--- src/hdl/tlb_pkg.sv ---
// Shared types, register indexes and reset values for the touch-triggered LED breathing unit.
package tlb_pkg;

    // Register file layout
    localparam int unsigned CFG_INDEX_W = 3;
    localparam int unsigned CFG_DATA_W  = 16;

    typedef enum logic [CFG_INDEX_W-1:0] {
        REG_SENSITIVITY   = 3'd0,
        REG_FADE_INTERVAL = 3'd1,
        REG_SLEEP_LIMIT   = 3'd2,
        REG_BEAT_COUNT    = 3'd3,
        REG_PWM_TOP       = 3'd4
    } cfg_index_t;

    // Register reset values
    localparam logic [7:0]  SENSITIVITY_RST   = 8'd7;
    localparam logic [7:0]  FADE_INTERVAL_RST = 8'd6;
    localparam logic [15:0] SLEEP_LIMIT_RST   = 16'd2000;
    localparam logic [3:0]  BEAT_COUNT_RST    = 4'd3;
    localparam logic [7:0]  PWM_TOP_RST       = 8'd254;

    // Item kinds
    localparam logic CMD_TICK  = 1'b0;
    localparam logic CMD_SENSE = 1'b1;

    // Saturation limits
    localparam logic [7:0]  LEVEL_MAX = 8'hFF;
    localparam logic [15:0] IDLE_MAX  = 16'hFFFF;

endpackage

--- src/hdl/tlb_ifs.sv ---
// Handshake channel interfaces: input items, result items and register writes.
interface tlb_item_if;
    logic       valid;
    logic       ready;
    logic       cmd;
    logic [7:0] sense_count;

    modport source (output valid, output cmd, output sense_count, input ready);
    modport sink   (input valid, input cmd, input sense_count, output ready);
endinterface

interface tlb_result_if;
    logic       valid;
    logic       ready;
    logic       led_on;
    logic [7:0] brightness;
    logic       sleep_request;

    modport source (output valid, output led_on, output brightness, output sleep_request,
                    input ready);
    modport sink   (input valid, input led_on, input brightness, input sleep_request,
                    output ready);
endinterface

interface tlb_cfg_if;
    logic                                valid;
    logic                                ready;
    logic [tlb_pkg::CFG_INDEX_W-1:0]     index;
    logic [tlb_pkg::CFG_DATA_W-1:0]      data;

    modport source (output valid, output index, output data, input ready);
    modport sink   (input valid, input index, input data, output ready);
endinterface

--- src/hdl/touch_triggered_led_breathing_unit.sv ---
// Touch-triggered LED breathing unit: input register, single-pass state update, result register.
// An accepted item passes through the input register and the state update into the result register.
// Throughput: one item per cycle while results are taken; the state update is one pass of compares and increments.
// The output register lets the next item enter while a finished result waits to be taken.
// Reset (rst_n low, asynchronous) restores the register defaults and clears all fade state;
// the ramp starts upward.
module touch_triggered_led_breathing_unit (
    input  logic          clk,
    input  logic          rst_n,
    tlb_cfg_if.sink       cfg,
    tlb_item_if.sink      item,
    tlb_result_if.source  result
);
    import tlb_pkg::*;

    // Configuration registers
    logic [7:0]  sensitivity_reg;
    logic [7:0]  fade_interval_reg;
    logic [15:0] sleep_limit_reg;
    logic [3:0]  beat_count_reg;
    logic [7:0]  pwm_top_reg;

    // Input register
    logic        in_valid_reg;
    logic        in_cmd_reg;
    logic [7:0]  in_sense_reg;

    // Fade state
    logic [7:0]  pwm_counter_reg,  pwm_counter_next;
    logic [7:0]  level_reg,        level_next;
    logic        ramp_up_reg,      ramp_up_next;
    logic [3:0]  beats_left_reg,   beats_left_next;
    logic [7:0]  step_delay_reg,   step_delay_next;
    logic [15:0] idle_ticks_reg,   idle_ticks_next;
    logic        armed_reg,        armed_next;
    logic [7:0]  last_sample_reg,  last_sample_next;
    logic        led_state_reg,    led_state_next;
    logic        slept_next;

    // Result register
    logic        out_valid_reg;
    logic        out_led_reg;
    logic [7:0]  out_level_reg;
    logic        out_sleep_reg;

    logic        advance;

    // Accept register writes at any time
    assign cfg.ready = 1'b1;

    always_ff @(posedge clk or negedge rst_n) begin
        if (!rst_n)
        begin
            sensitivity_reg   <= SENSITIVITY_RST;
            fade_interval_reg <= FADE_INTERVAL_RST;
            sleep_limit_reg   <= SLEEP_LIMIT_RST;
            beat_count_reg    <= BEAT_COUNT_RST;
            pwm_top_reg       <= PWM_TOP_RST;
        end
        else if (cfg.valid)
        begin
            case (cfg_index_t'(cfg.index))
                REG_SENSITIVITY:   sensitivity_reg   <= cfg.data[7:0];
                REG_FADE_INTERVAL: fade_interval_reg <= cfg.data[7:0];
                REG_SLEEP_LIMIT:   sleep_limit_reg   <= cfg.data[15:0];
                REG_BEAT_COUNT:    beat_count_reg    <= cfg.data[3:0];
                REG_PWM_TOP:       pwm_top_reg       <= cfg.data[7:0];
                default:           ;
            endcase
        end
    end

    // Move an item from the input register to the result register when there is room
    assign advance    = in_valid_reg && (!out_valid_reg || result.ready);
    assign item.ready = !in_valid_reg || advance;

    // Hold the incoming item
    always_ff @(posedge clk or negedge rst_n) begin
        if (!rst_n)
        begin
            in_valid_reg <= 1'b0;
        end
        else if (item.ready)
        begin
            in_valid_reg <= item.valid;
        end
    end

    always_ff @(posedge clk) begin
        if (item.valid && item.ready)
        begin
            in_cmd_reg   <= item.cmd;
            in_sense_reg <= item.sense_count;
        end
    end

    // Apply one item to the fade state: sense or tick, then fade step, then sleep check
    always_comb begin
        logic [7:0] diff;
        pwm_counter_next = pwm_counter_reg;
        level_next       = level_reg;
        ramp_up_next     = ramp_up_reg;
        beats_left_next  = beats_left_reg;
        step_delay_next  = step_delay_reg;
        idle_ticks_next  = idle_ticks_reg;
        armed_next       = armed_reg;
        last_sample_next = last_sample_reg;
        led_state_next   = led_state_reg;
        slept_next       = 1'b0;
        diff = (in_sense_reg >= last_sample_reg) ? (in_sense_reg - last_sample_reg)
                                                 : (last_sample_reg - in_sense_reg);

        if (in_cmd_reg == CMD_SENSE)
        begin
            // Arm on a steady sample
            if ((diff < sensitivity_reg) && !armed_reg)
            begin
                beats_left_next = beat_count_reg;
                armed_next      = 1'b1;
            end
            last_sample_next = in_sense_reg;
        end
        else
        begin
            // Advance counters and drive the LED
            pwm_counter_next = pwm_counter_reg + 8'd1;
            step_delay_next  = step_delay_reg + 8'd1;
            if (idle_ticks_reg != IDLE_MAX)
            begin
                idle_ticks_next = idle_ticks_reg + 16'd1;
            end
            if (beats_left_reg != 4'd0)
            begin
                if (pwm_counter_next >= pwm_top_reg)
                begin
                    pwm_counter_next = 8'd0;
                end
                led_state_next = (pwm_counter_next < level_reg);
            end
            else
            begin
                pwm_counter_next = 8'd0;
                led_state_next   = 1'b0;
            end
        end

        // Step the brightness ramp
        if ((step_delay_next > fade_interval_reg) && (beats_left_next != 4'd0) && armed_next)
        begin
            if (ramp_up_next)
            begin
                if (level_next != LEVEL_MAX)
                begin
                    level_next = level_next + 8'd1;
                end
            end
            else if (level_next != 8'd0)
            begin
                level_next = level_next - 8'd1;
            end
            if (level_next >= pwm_top_reg)
            begin
                ramp_up_next = 1'b0;
            end
            if (level_next == 8'd0)
            begin
                ramp_up_next    = 1'b1;
                beats_left_next = beats_left_next - 4'd1;
            end
            step_delay_next = 8'd0;
            idle_ticks_next = 16'd0;
        end

        // Drop to sleep once idle with no beats left
        if ((idle_ticks_next >= sleep_limit_reg) && (beats_left_next == 4'd0))
        begin
            beats_left_next  = 4'd0;
            led_state_next   = 1'b0;
            level_next       = 8'd0;
            pwm_counter_next = 8'd0;
            step_delay_next  = 8'd0;
            idle_ticks_next  = 16'd0;
            armed_next       = 1'b0;
            ramp_up_next     = 1'b1;
            slept_next       = 1'b1;
        end
    end

    // Commit the fade state
    always_ff @(posedge clk or negedge rst_n) begin
        if (!rst_n)
        begin
            pwm_counter_reg <= 8'd0;
            level_reg       <= 8'd0;
            ramp_up_reg     <= 1'b1;
            beats_left_reg  <= 4'd0;
            step_delay_reg  <= 8'd0;
            idle_ticks_reg  <= 16'd0;
            armed_reg       <= 1'b0;
            last_sample_reg <= 8'd0;
            led_state_reg   <= 1'b0;
        end
        else if (advance)
        begin
            pwm_counter_reg <= pwm_counter_next;
            level_reg       <= level_next;
            ramp_up_reg     <= ramp_up_next;
            beats_left_reg  <= beats_left_next;
            step_delay_reg  <= step_delay_next;
            idle_ticks_reg  <= idle_ticks_next;
            armed_reg       <= armed_next;
            last_sample_reg <= last_sample_next;
            led_state_reg   <= led_state_next;
        end
    end

    // Hold the result item until taken
    always_ff @(posedge clk or negedge rst_n) begin
        if (!rst_n)
        begin
            out_valid_reg <= 1'b0;
        end
        else if (advance)
        begin
            out_valid_reg <= 1'b1;
        end
        else if (result.ready)
        begin
            out_valid_reg <= 1'b0;
        end
    end

    always_ff @(posedge clk) begin
        if (advance)
        begin
            out_led_reg   <= led_state_next;
            out_level_reg <= level_next;
            out_sleep_reg <= slept_next;
        end
    end

    assign result.valid         = out_valid_reg;
    assign result.led_on        = out_led_reg;
    assign result.brightness    = out_level_reg;
    assign result.sleep_request = out_sleep_reg;

    // A sleep result always shows a dark LED at zero brightness
    a_sleep_dark: assert property (@(posedge clk) disable iff (!rst_n)
        (out_valid_reg && out_sleep_reg) |-> (!out_led_reg && (out_level_reg == 8'd0)))
        else $error("sleep result with LED lit or nonzero brightness");

    // Without arming the ramp is at rest
    a_disarmed_rest: assert property (@(posedge clk) disable iff (!rst_n)
        !armed_reg |-> ((level_reg == 8'd0) && ramp_up_reg && (beats_left_reg == 4'd0)))
        else $error("fade state active while disarmed");

    // An item moved on always lands in the result register
    a_advance_lands: assert property (@(posedge clk) disable iff (!rst_n)
        advance |=> out_valid_reg)
        else $error("processed item lost before the result register");

endmodule
--- src/flat_wrapper.sv ---
// flat-port wrapper written by rule: the top's interface ports become plain ports
module touch_triggered_led_breathing_unit_flat import tlb_pkg::*;
  (clk, rst_n, cfg_valid, cfg_index, cfg_data, cfg_ready, item_valid, item_cmd, item_sense_count, item_ready, result_valid, result_led_on, result_brightness, result_sleep_request, result_ready);
  tlb_cfg_if cfg_i ();
  tlb_item_if item_i ();
  tlb_result_if result_i ();
  input  logic clk;
  input  logic rst_n;
  input wire logic [$bits(cfg_i.valid)-1:0] cfg_valid;
  input wire logic [$bits(cfg_i.index)-1:0] cfg_index;
  input wire logic [$bits(cfg_i.data)-1:0] cfg_data;
  output wire logic [$bits(cfg_i.ready)-1:0] cfg_ready;
  input wire logic [$bits(item_i.valid)-1:0] item_valid;
  input wire logic [$bits(item_i.cmd)-1:0] item_cmd;
  input wire logic [$bits(item_i.sense_count)-1:0] item_sense_count;
  output wire logic [$bits(item_i.ready)-1:0] item_ready;
  output wire logic [$bits(result_i.valid)-1:0] result_valid;
  output wire logic [$bits(result_i.led_on)-1:0] result_led_on;
  output wire logic [$bits(result_i.brightness)-1:0] result_brightness;
  output wire logic [$bits(result_i.sleep_request)-1:0] result_sleep_request;
  input wire logic [$bits(result_i.ready)-1:0] result_ready;
  assign cfg_i.valid = cfg_valid;
  assign cfg_i.index = cfg_index;
  assign cfg_i.data = cfg_data;
  assign cfg_ready = cfg_i.ready;
  assign item_i.valid = item_valid;
  assign item_i.cmd = item_cmd;
  assign item_i.sense_count = item_sense_count;
  assign item_ready = item_i.ready;
  assign result_valid = result_i.valid;
  assign result_led_on = result_i.led_on;
  assign result_brightness = result_i.brightness;
  assign result_sleep_request = result_i.sleep_request;
  assign result_i.ready = result_ready;
  touch_triggered_led_breathing_unit u_core (.clk(clk), .rst_n(rst_n), .cfg(cfg_i), .item(item_i), .result(result_i));
endmodule
--- config.mk ---
export PLATFORM = sky130hd
export DESIGN_NAME = touch_triggered_led_breathing_unit_flat
export DESIGN_NICKNAME = d
export VERILOG_FILES = /design/src/hdl/tlb_pkg.sv /design/src/hdl/tlb_ifs.sv /design/src/hdl/touch_triggered_led_breathing_unit.sv /design/src/flat_wrapper.sv
export SDC_FILE = /design/constraint.sdc
export NUM_CORES = 1
export LEC_CHECK = 0
export ABC_CLOCK_PERIOD_IN_PS = 20700
export BUFFER_PORTS_ARGS = -buffer_cell sky130_fd_sc_hd__buf_2
export CORE_MARGIN = 2
export CORE_UTILIZATION = 55
export DETAILED_ROUTE_END_ITERATION = 10
export GPL_ROUTABILITY_DRIVEN = 0
export PLACE_DENSITY = 0.77
export REMOVE_ABC_BUFFERS = 1
export SYNTH_ARGS = -nofsm -noshare
export SYNTH_HDL_FRONTEND = slang
export SYNTH_SLANG_ARGS = --single-unit
export TNS_END_PERCENT = 10
--- constraint.sdc ---
create_clock -name clk -period 20.7 [get_ports clk]
set_clock_uncertainty 0.2 [all_clocks]
set_input_delay 2.07 -clock clk [delete_from_list [all_inputs] [get_ports clk]]
set_output_delay 2.07 -clock clk [all_outputs]
set_load 0.1 [all_outputs]
Word-level counts from Yosys, hierarchy flattened
Cells that the tools add are included. W data, S select, Z words.

Add/sub/neg operators: 8. Magnitude comparators: 7. Equal/unequal tests: 7. Muxes and demuxes: 38. Reduce and logical (&&, ||, !) cells: 28.

Operators with widths (count): $mux W8 (16); $mux W16 (4); $add A8 B1 Y8 const B (3); $ge A8 B8 Y1 (3); $mux W4 (5); $add A16 B1 Y16 const B (1); $ge A16 B16 Y1 (1); $lt A8 B8 Y1 (2); $ne A16 B16 Y1 const B (1); $sub A8 B8 Y8 (2); $reduce_and A2 Y1 (7); $mux W1 (13); $gt A8 B8 Y1 (1); $logic_not A8 Y1 (1); $ne A8 B8 Y1 const B (1); $reduce_bool A4 Y1 (2); $reduce_bool A8 Y1 (1); $sub A8 B1 Y8 const B (1); $eq A3 B2 Y1 const B (2); $logic_and A1 B1 Y1 (6); $logic_not A4 Y1 (1); $reduce_bool A2 Y1 (2); $sub A4 B1 Y4 const B (1); $eq A3 B1 Y1 const B (1); 7 further kinds (10).

Register bits: 120. Input bits: 33. Logic and storage cells: 109.

Longest topological paths before layout
Depth in word-level cells: 17. Gate-level depth with buffers: 36. Gate-level depth less buffers: 33.

Worst setup path after synthesis
No wires, ideal clock.

Path type: register -> register. From: register u_core.in_sense_reg[0]. To: register u_core.out_level_reg[0], in the netlist u_core.result.brightness[0], data pin. Library setup time: 0.258 ns. Data arrival time: 7.185 ns. Path slack: 13.057 ns. Cell stages (with the launch flop): 37. Path buffers: 4. Period minus slack after synthesis: 7.643 ns. Cells stage by stage: edfxtp_1 -> inv_1 -> ha_1 -> inv_1 -> fa_1 -> a21o_1 -> a21oi_1 -> a311oi_1 -> a21boi_1 -> mux2_2 -> o211a_1 -> o21ai_0 -> a21oi_1 -> xnor2_1 -> ha_1 -> nand2_1 -> nand4b_1 -> o21bai_1 -> nand2_2 -> mux2i_1 -> ha_1 -> a21oi_1 -> o221a_2 -> buf_1 -> buf_2 -> clkbuf_1 -> nor2_1 -> ha_1 -> nand2_1 -> o21ai_0 -> a41oi_1 -> o21a_1 -> nor4_1 -> mux2i_4 -> inv_4 -> buf_2 -> nor2_1.

Cells in the longest elaborated chain, start to end: 13.

Ends and longest elaborated chain: start: declaration (line touch_triggered_led_breathing_unit.sv:26) `logic [7:0] in_sense_reg;`; start signal: assignment (line touch_triggered_led_breathing_unit.sv:93) `in_sense_reg <= item.sense_count;`; $sub A8 B8 Y8, or another cell as far along (line touch_triggered_led_breathing_unit.sv:111) `: (last_sample_reg - in_sense_reg);`; $mux W8 (*) (line touch_triggered_led_breathing_unit.sv:110) `diff = (in_sense_reg >= last_sample_reg) ? (in_sense_reg - last_sample_reg)`; $lt A8 B8 Y1 (*) (line touch_triggered_led_breathing_unit.sv:116) `if ((diff < sensitivity_reg) && !armed_reg)`; $logic_and A1 B1 Y1 (*) (line touch_triggered_led_breathing_unit.sv:116); $mux W4 (line touch_triggered_led_breathing_unit.sv:116); $mux W4 (line touch_triggered_led_breathing_unit.sv:113) `if (in_cmd_reg == CMD_SENSE)`; $reduce_bool A4 Y1 (line touch_triggered_led_breathing_unit.sv:148) `if ((step_delay_next > fade_interval_reg) && (beats_left_next != 4'd0) && armed_next)`; $logic_and A1 B1 Y1 (2 in a row) (line touch_triggered_led_breathing_unit.sv:148); $mux W16 or $mux W4 (tied branches) (line touch_triggered_led_breathing_unit.sv:148); $ge A16 B16 Y1 or $logic_not A4 Y1 (tied branches) (line touch_triggered_led_breathing_unit.sv:175) `if ((idle_ticks_next >= sleep_limit_reg) && (beats_left_next == 4'd0))`; $logic_and A1 B1 Y1 (line touch_triggered_led_breathing_unit.sv:175); $mux W8 (*) (line touch_triggered_led_breathing_unit.sv:175); via u_core.level_next[0] (line touch_triggered_led_breathing_unit.sv:30) `logic [7:0] level_reg, level_next;`; end signal: assignment (line touch_triggered_led_breathing_unit.sv:237) `out_level_reg <= level_next;`; end: declaration (line touch_triggered_led_breathing_unit.sv:43) `logic [7:0] out_level_reg;`.

The timed path passes the listed nets; every way through them passes the cells marked *. A chain may end at the register's enable or synchronous reset.

Worst setup path in the final report
From: register u_core.in_sense_reg[0]. To: register u_core.step_delay_reg[6].

Cells in the longest elaborated chain, start to end: 13.

Ends and longest elaborated chain: $sub A8 B8 Y8, or another cell as far along (line touch_triggered_led_breathing_unit.sv:111); $mux W8 (*) (line touch_triggered_led_breathing_unit.sv:110); $lt A8 B8 Y1 (*) (line touch_triggered_led_breathing_unit.sv:116); $logic_and A1 B1 Y1 (*) (line touch_triggered_led_breathing_unit.sv:116); $mux W4 (line touch_triggered_led_breathing_unit.sv:116); $mux W4 (line touch_triggered_led_breathing_unit.sv:113); $reduce_bool A4 Y1 (line touch_triggered_led_breathing_unit.sv:148); $logic_and A1 B1 Y1 (2 in a row) (line touch_triggered_led_breathing_unit.sv:148); $mux W16 or $mux W4 (tied branches) (line touch_triggered_led_breathing_unit.sv:148); $ge A16 B16 Y1 or $logic_not A4 Y1 (tied branches) (line touch_triggered_led_breathing_unit.sv:175); $logic_and A1 B1 Y1 (line touch_triggered_led_breathing_unit.sv:175); $mux W8 (*) (line touch_triggered_led_breathing_unit.sv:175); end signal: assignment (line touch_triggered_led_breathing_unit.sv:209) `step_delay_reg <= step_delay_next;`; end: declaration (line touch_triggered_led_breathing_unit.sv:33) `logic [7:0] step_delay_reg, step_delay_next;`.

Mark *: on every way between the ends. The rest lies on a longest branch, timed or not.

==> run metrics <==
IO Pins=46; clock latency on the worst-skew pair=0.43 ns; outcome=finished clean; Worst setup SP type=flop; largest net degree at the start of global routing=64; CTS max path bufs=2; RSZ-0062 raised after global routing=no; overall routing resource usage=0.247; via density per instance=5.93; Hold Violations, Final=0; ANT cells=0; Root Buffer=clkbuf_16; Num CTS Buffers=17; final worst path period share=0.409; Seq cells post-synth=120; synthesized area=0.00809 sq mm; Initial Util=0.559; CP peak stage delay=0.86 ns; Synth cell types=77; # nets final=1031; Critical Path AT=8.58 ns; CTS Sinks=120; number of placed cells counting well taps=1085; placed cell area=0.00845 sq mm; Detailed Routing Iterations Pass 1=5; Area growth syn-to-layout=12.0%; post-route ant nets=0; Worst Path Required=20.81 ns; Synth Instances=886; FF-to-FF Start=u_core.in_sense_reg[0]; drt wl/cell=16.6 um; Crit. Startpoint=u_core.in_sense_reg[0]; Achievable Freq=0.118 GHz; P_leak=0.00410 uW; Setup TNS=0 ns; core area=0.0145 sq mm; Post-CTS Resized=0; nature of the critical path endpoint=flop; Slowest cell on crit path=o221a_2; sequential share of the synthesized area=0.386; hold depth=1; # rows=44; Worst Reg-to-Reg Cells=33; Worst Hold Class=reg2reg; cell mode on critical path=ha_1; buffer count from post-CTS setup fixing=0; HPWL Detailed=12700 um; H-tree lvl count=4; Crit path depth=33; YS warnings=0; Design Area, Final=0.00906 sq mm; Die Ht=125 um; Max-Cap Viols=0; initial antenna violation count=0; syn avg cell area=9.13 sq um; number of synthesized flops with an enable pin=19; Congestion Overflow GR=0; Port Buf Inserts=44; Die W=125 um; Worst-Margin Slew=1.02 ns; critical-path maximum fanout=41; Synth Flop Type=dfrtp_1; via count=6622; ratio of cells with drive above 1 in the final layout=0.148; filler cell count=1187; register clock-pin slew on the reported worst setup and hold paths=0.06 ns; # setup viols final=0; FFs w/ async S/R, synth=0.842; Core Util, Final=0.626; die area=0.0157 sq mm; Slew Limit Fails=0; Worst Setup Path Type=reg2reg; first-pass GRT wire length=31600 um; PwrDens=105 mW/mm^2; Slew headroom=0.318; number of global-route vias before repair=6415; # hold bufs at CTS=0; Worst VDD drop=0.0735 mV; wirelength, routed=18500 um; DRC viols=0; startpoint of the worst hold path=u_core.led_state_reg; CTS tree=done; delay-heaviest family, CP=compound AO/OA/AOI/OAI gates; post-route insts no fill=1117; DRT iter0 DRCs=614; Final Critical Period=8.47 ns; WP buf/inv=3
## cell type report
type                       count  area [sq um]  area share
clock buffer                  28           561      0.0619
sequential                   120          3120       0.345
tap                          184           230      0.0254
timing repair buffer          50           268      0.0295
clock inverter                 4          52.6     0.00580
multi-input combinational    654          4540       0.500
inverter                      77           292      0.0322
## Yosys cell counts (all sizes together) (20+ instances only)
| cell | n | area [sq um] |
|---|---|---|
| a21oi | 47 | 235 |
| nor2 | 44 | 165 |
| clkbuf | 21 | 80.1 |
| ha | 76 | 951 |
| o21ai | 80 | 415 |
| nand2b | 23 | 144 |
| inv | 77 | 292 |
| nand2 | 130 | 490 |
| mux2i | 20 | 213 |
| dfstp | 21 | 552 |
| dfrtp | 80 | 2000 |
## metrics by stage
step	hold WS, ns	power, uW	setup slack, ns
after floorplan	0.256	568	13.40
after global placement	0.274	636	12.69
after detailed placement	0.275	649	12.35
after CTS	0.292	955	12.30
after global routing	0.321	1010	11.47
final	0.291	954	12.23
## worst paths after layout
path / end / slack [ns]
setup / recovery: u_core.step_delay_reg[6] / 12.23
hold / removal: u_core.led_state_reg / 0.29
setup reg to reg: u_core.step_delay_reg[6] / 12.23
hold reg to reg: u_core.led_state_reg / 0.29
max in group asynchronous: u_core.level_reg[4] / 17.71
min in group asynchronous: u_core.step_delay_reg[6] / 1.46
## cells by family (layout without fill, tap and decap cells)
kind of cell,after synthesis,in the layout,share of synthesized area
XOR/XNOR,31,31,0.0335
other,1,1,0.000463
AND/OR/NAND/NOR,297,297,0.181
multiplexers,33,33,0.0444
flip-flops,120,120,0.386
buffers and inverters,112,159,0.0572
adder cells (fa/ha/maj),78,78,0.122
AO/OA/AOI/OAI,214,214,0.175
## layout by cell type, fill, tap and decap left out, types with 7 or more instances in the layout
cell       instances
nand2_1          128
dfrtp_1           80
inv_1             76
ha_1              76
o21ai_0           75
a21oi_1           47
nor2_1            44
buf_2             43
nand2b_1          23
dfstp_2           21
clkbuf_16         20
mux2i_1           19
edfxtp_1          19
nand3_1           18
xor2_1            17
xnor2_1           14
and3_1            14
mux2_2            13
nand4_1           13
nor3_1            12
o31ai_1           11
nor2b_1           10
a22o_1             8
o211ai_1           7
buf_4              7
## power breakdown
group / switching, uW / internal [uW]
clock network: 107 / 197
logic: 196 / 130
registers: 35.8 / 289
total: 339 / 615
## layer usage
| metal | vias to the layer above | wire, um | global-route usage |
|---|---|---|---|
| li1 | 3211 | - | - |
| met1 | 3150 | 8400 | 0.341 |
| met2 | 224 | 8720 | 0.395 |
| met3 | 37 | 1060 | 0.0466 |
| met4 | 0 | 320 | 0.0843 |
| met5 | - | 0 | 0 |
(Power assumes the default switching activity.)
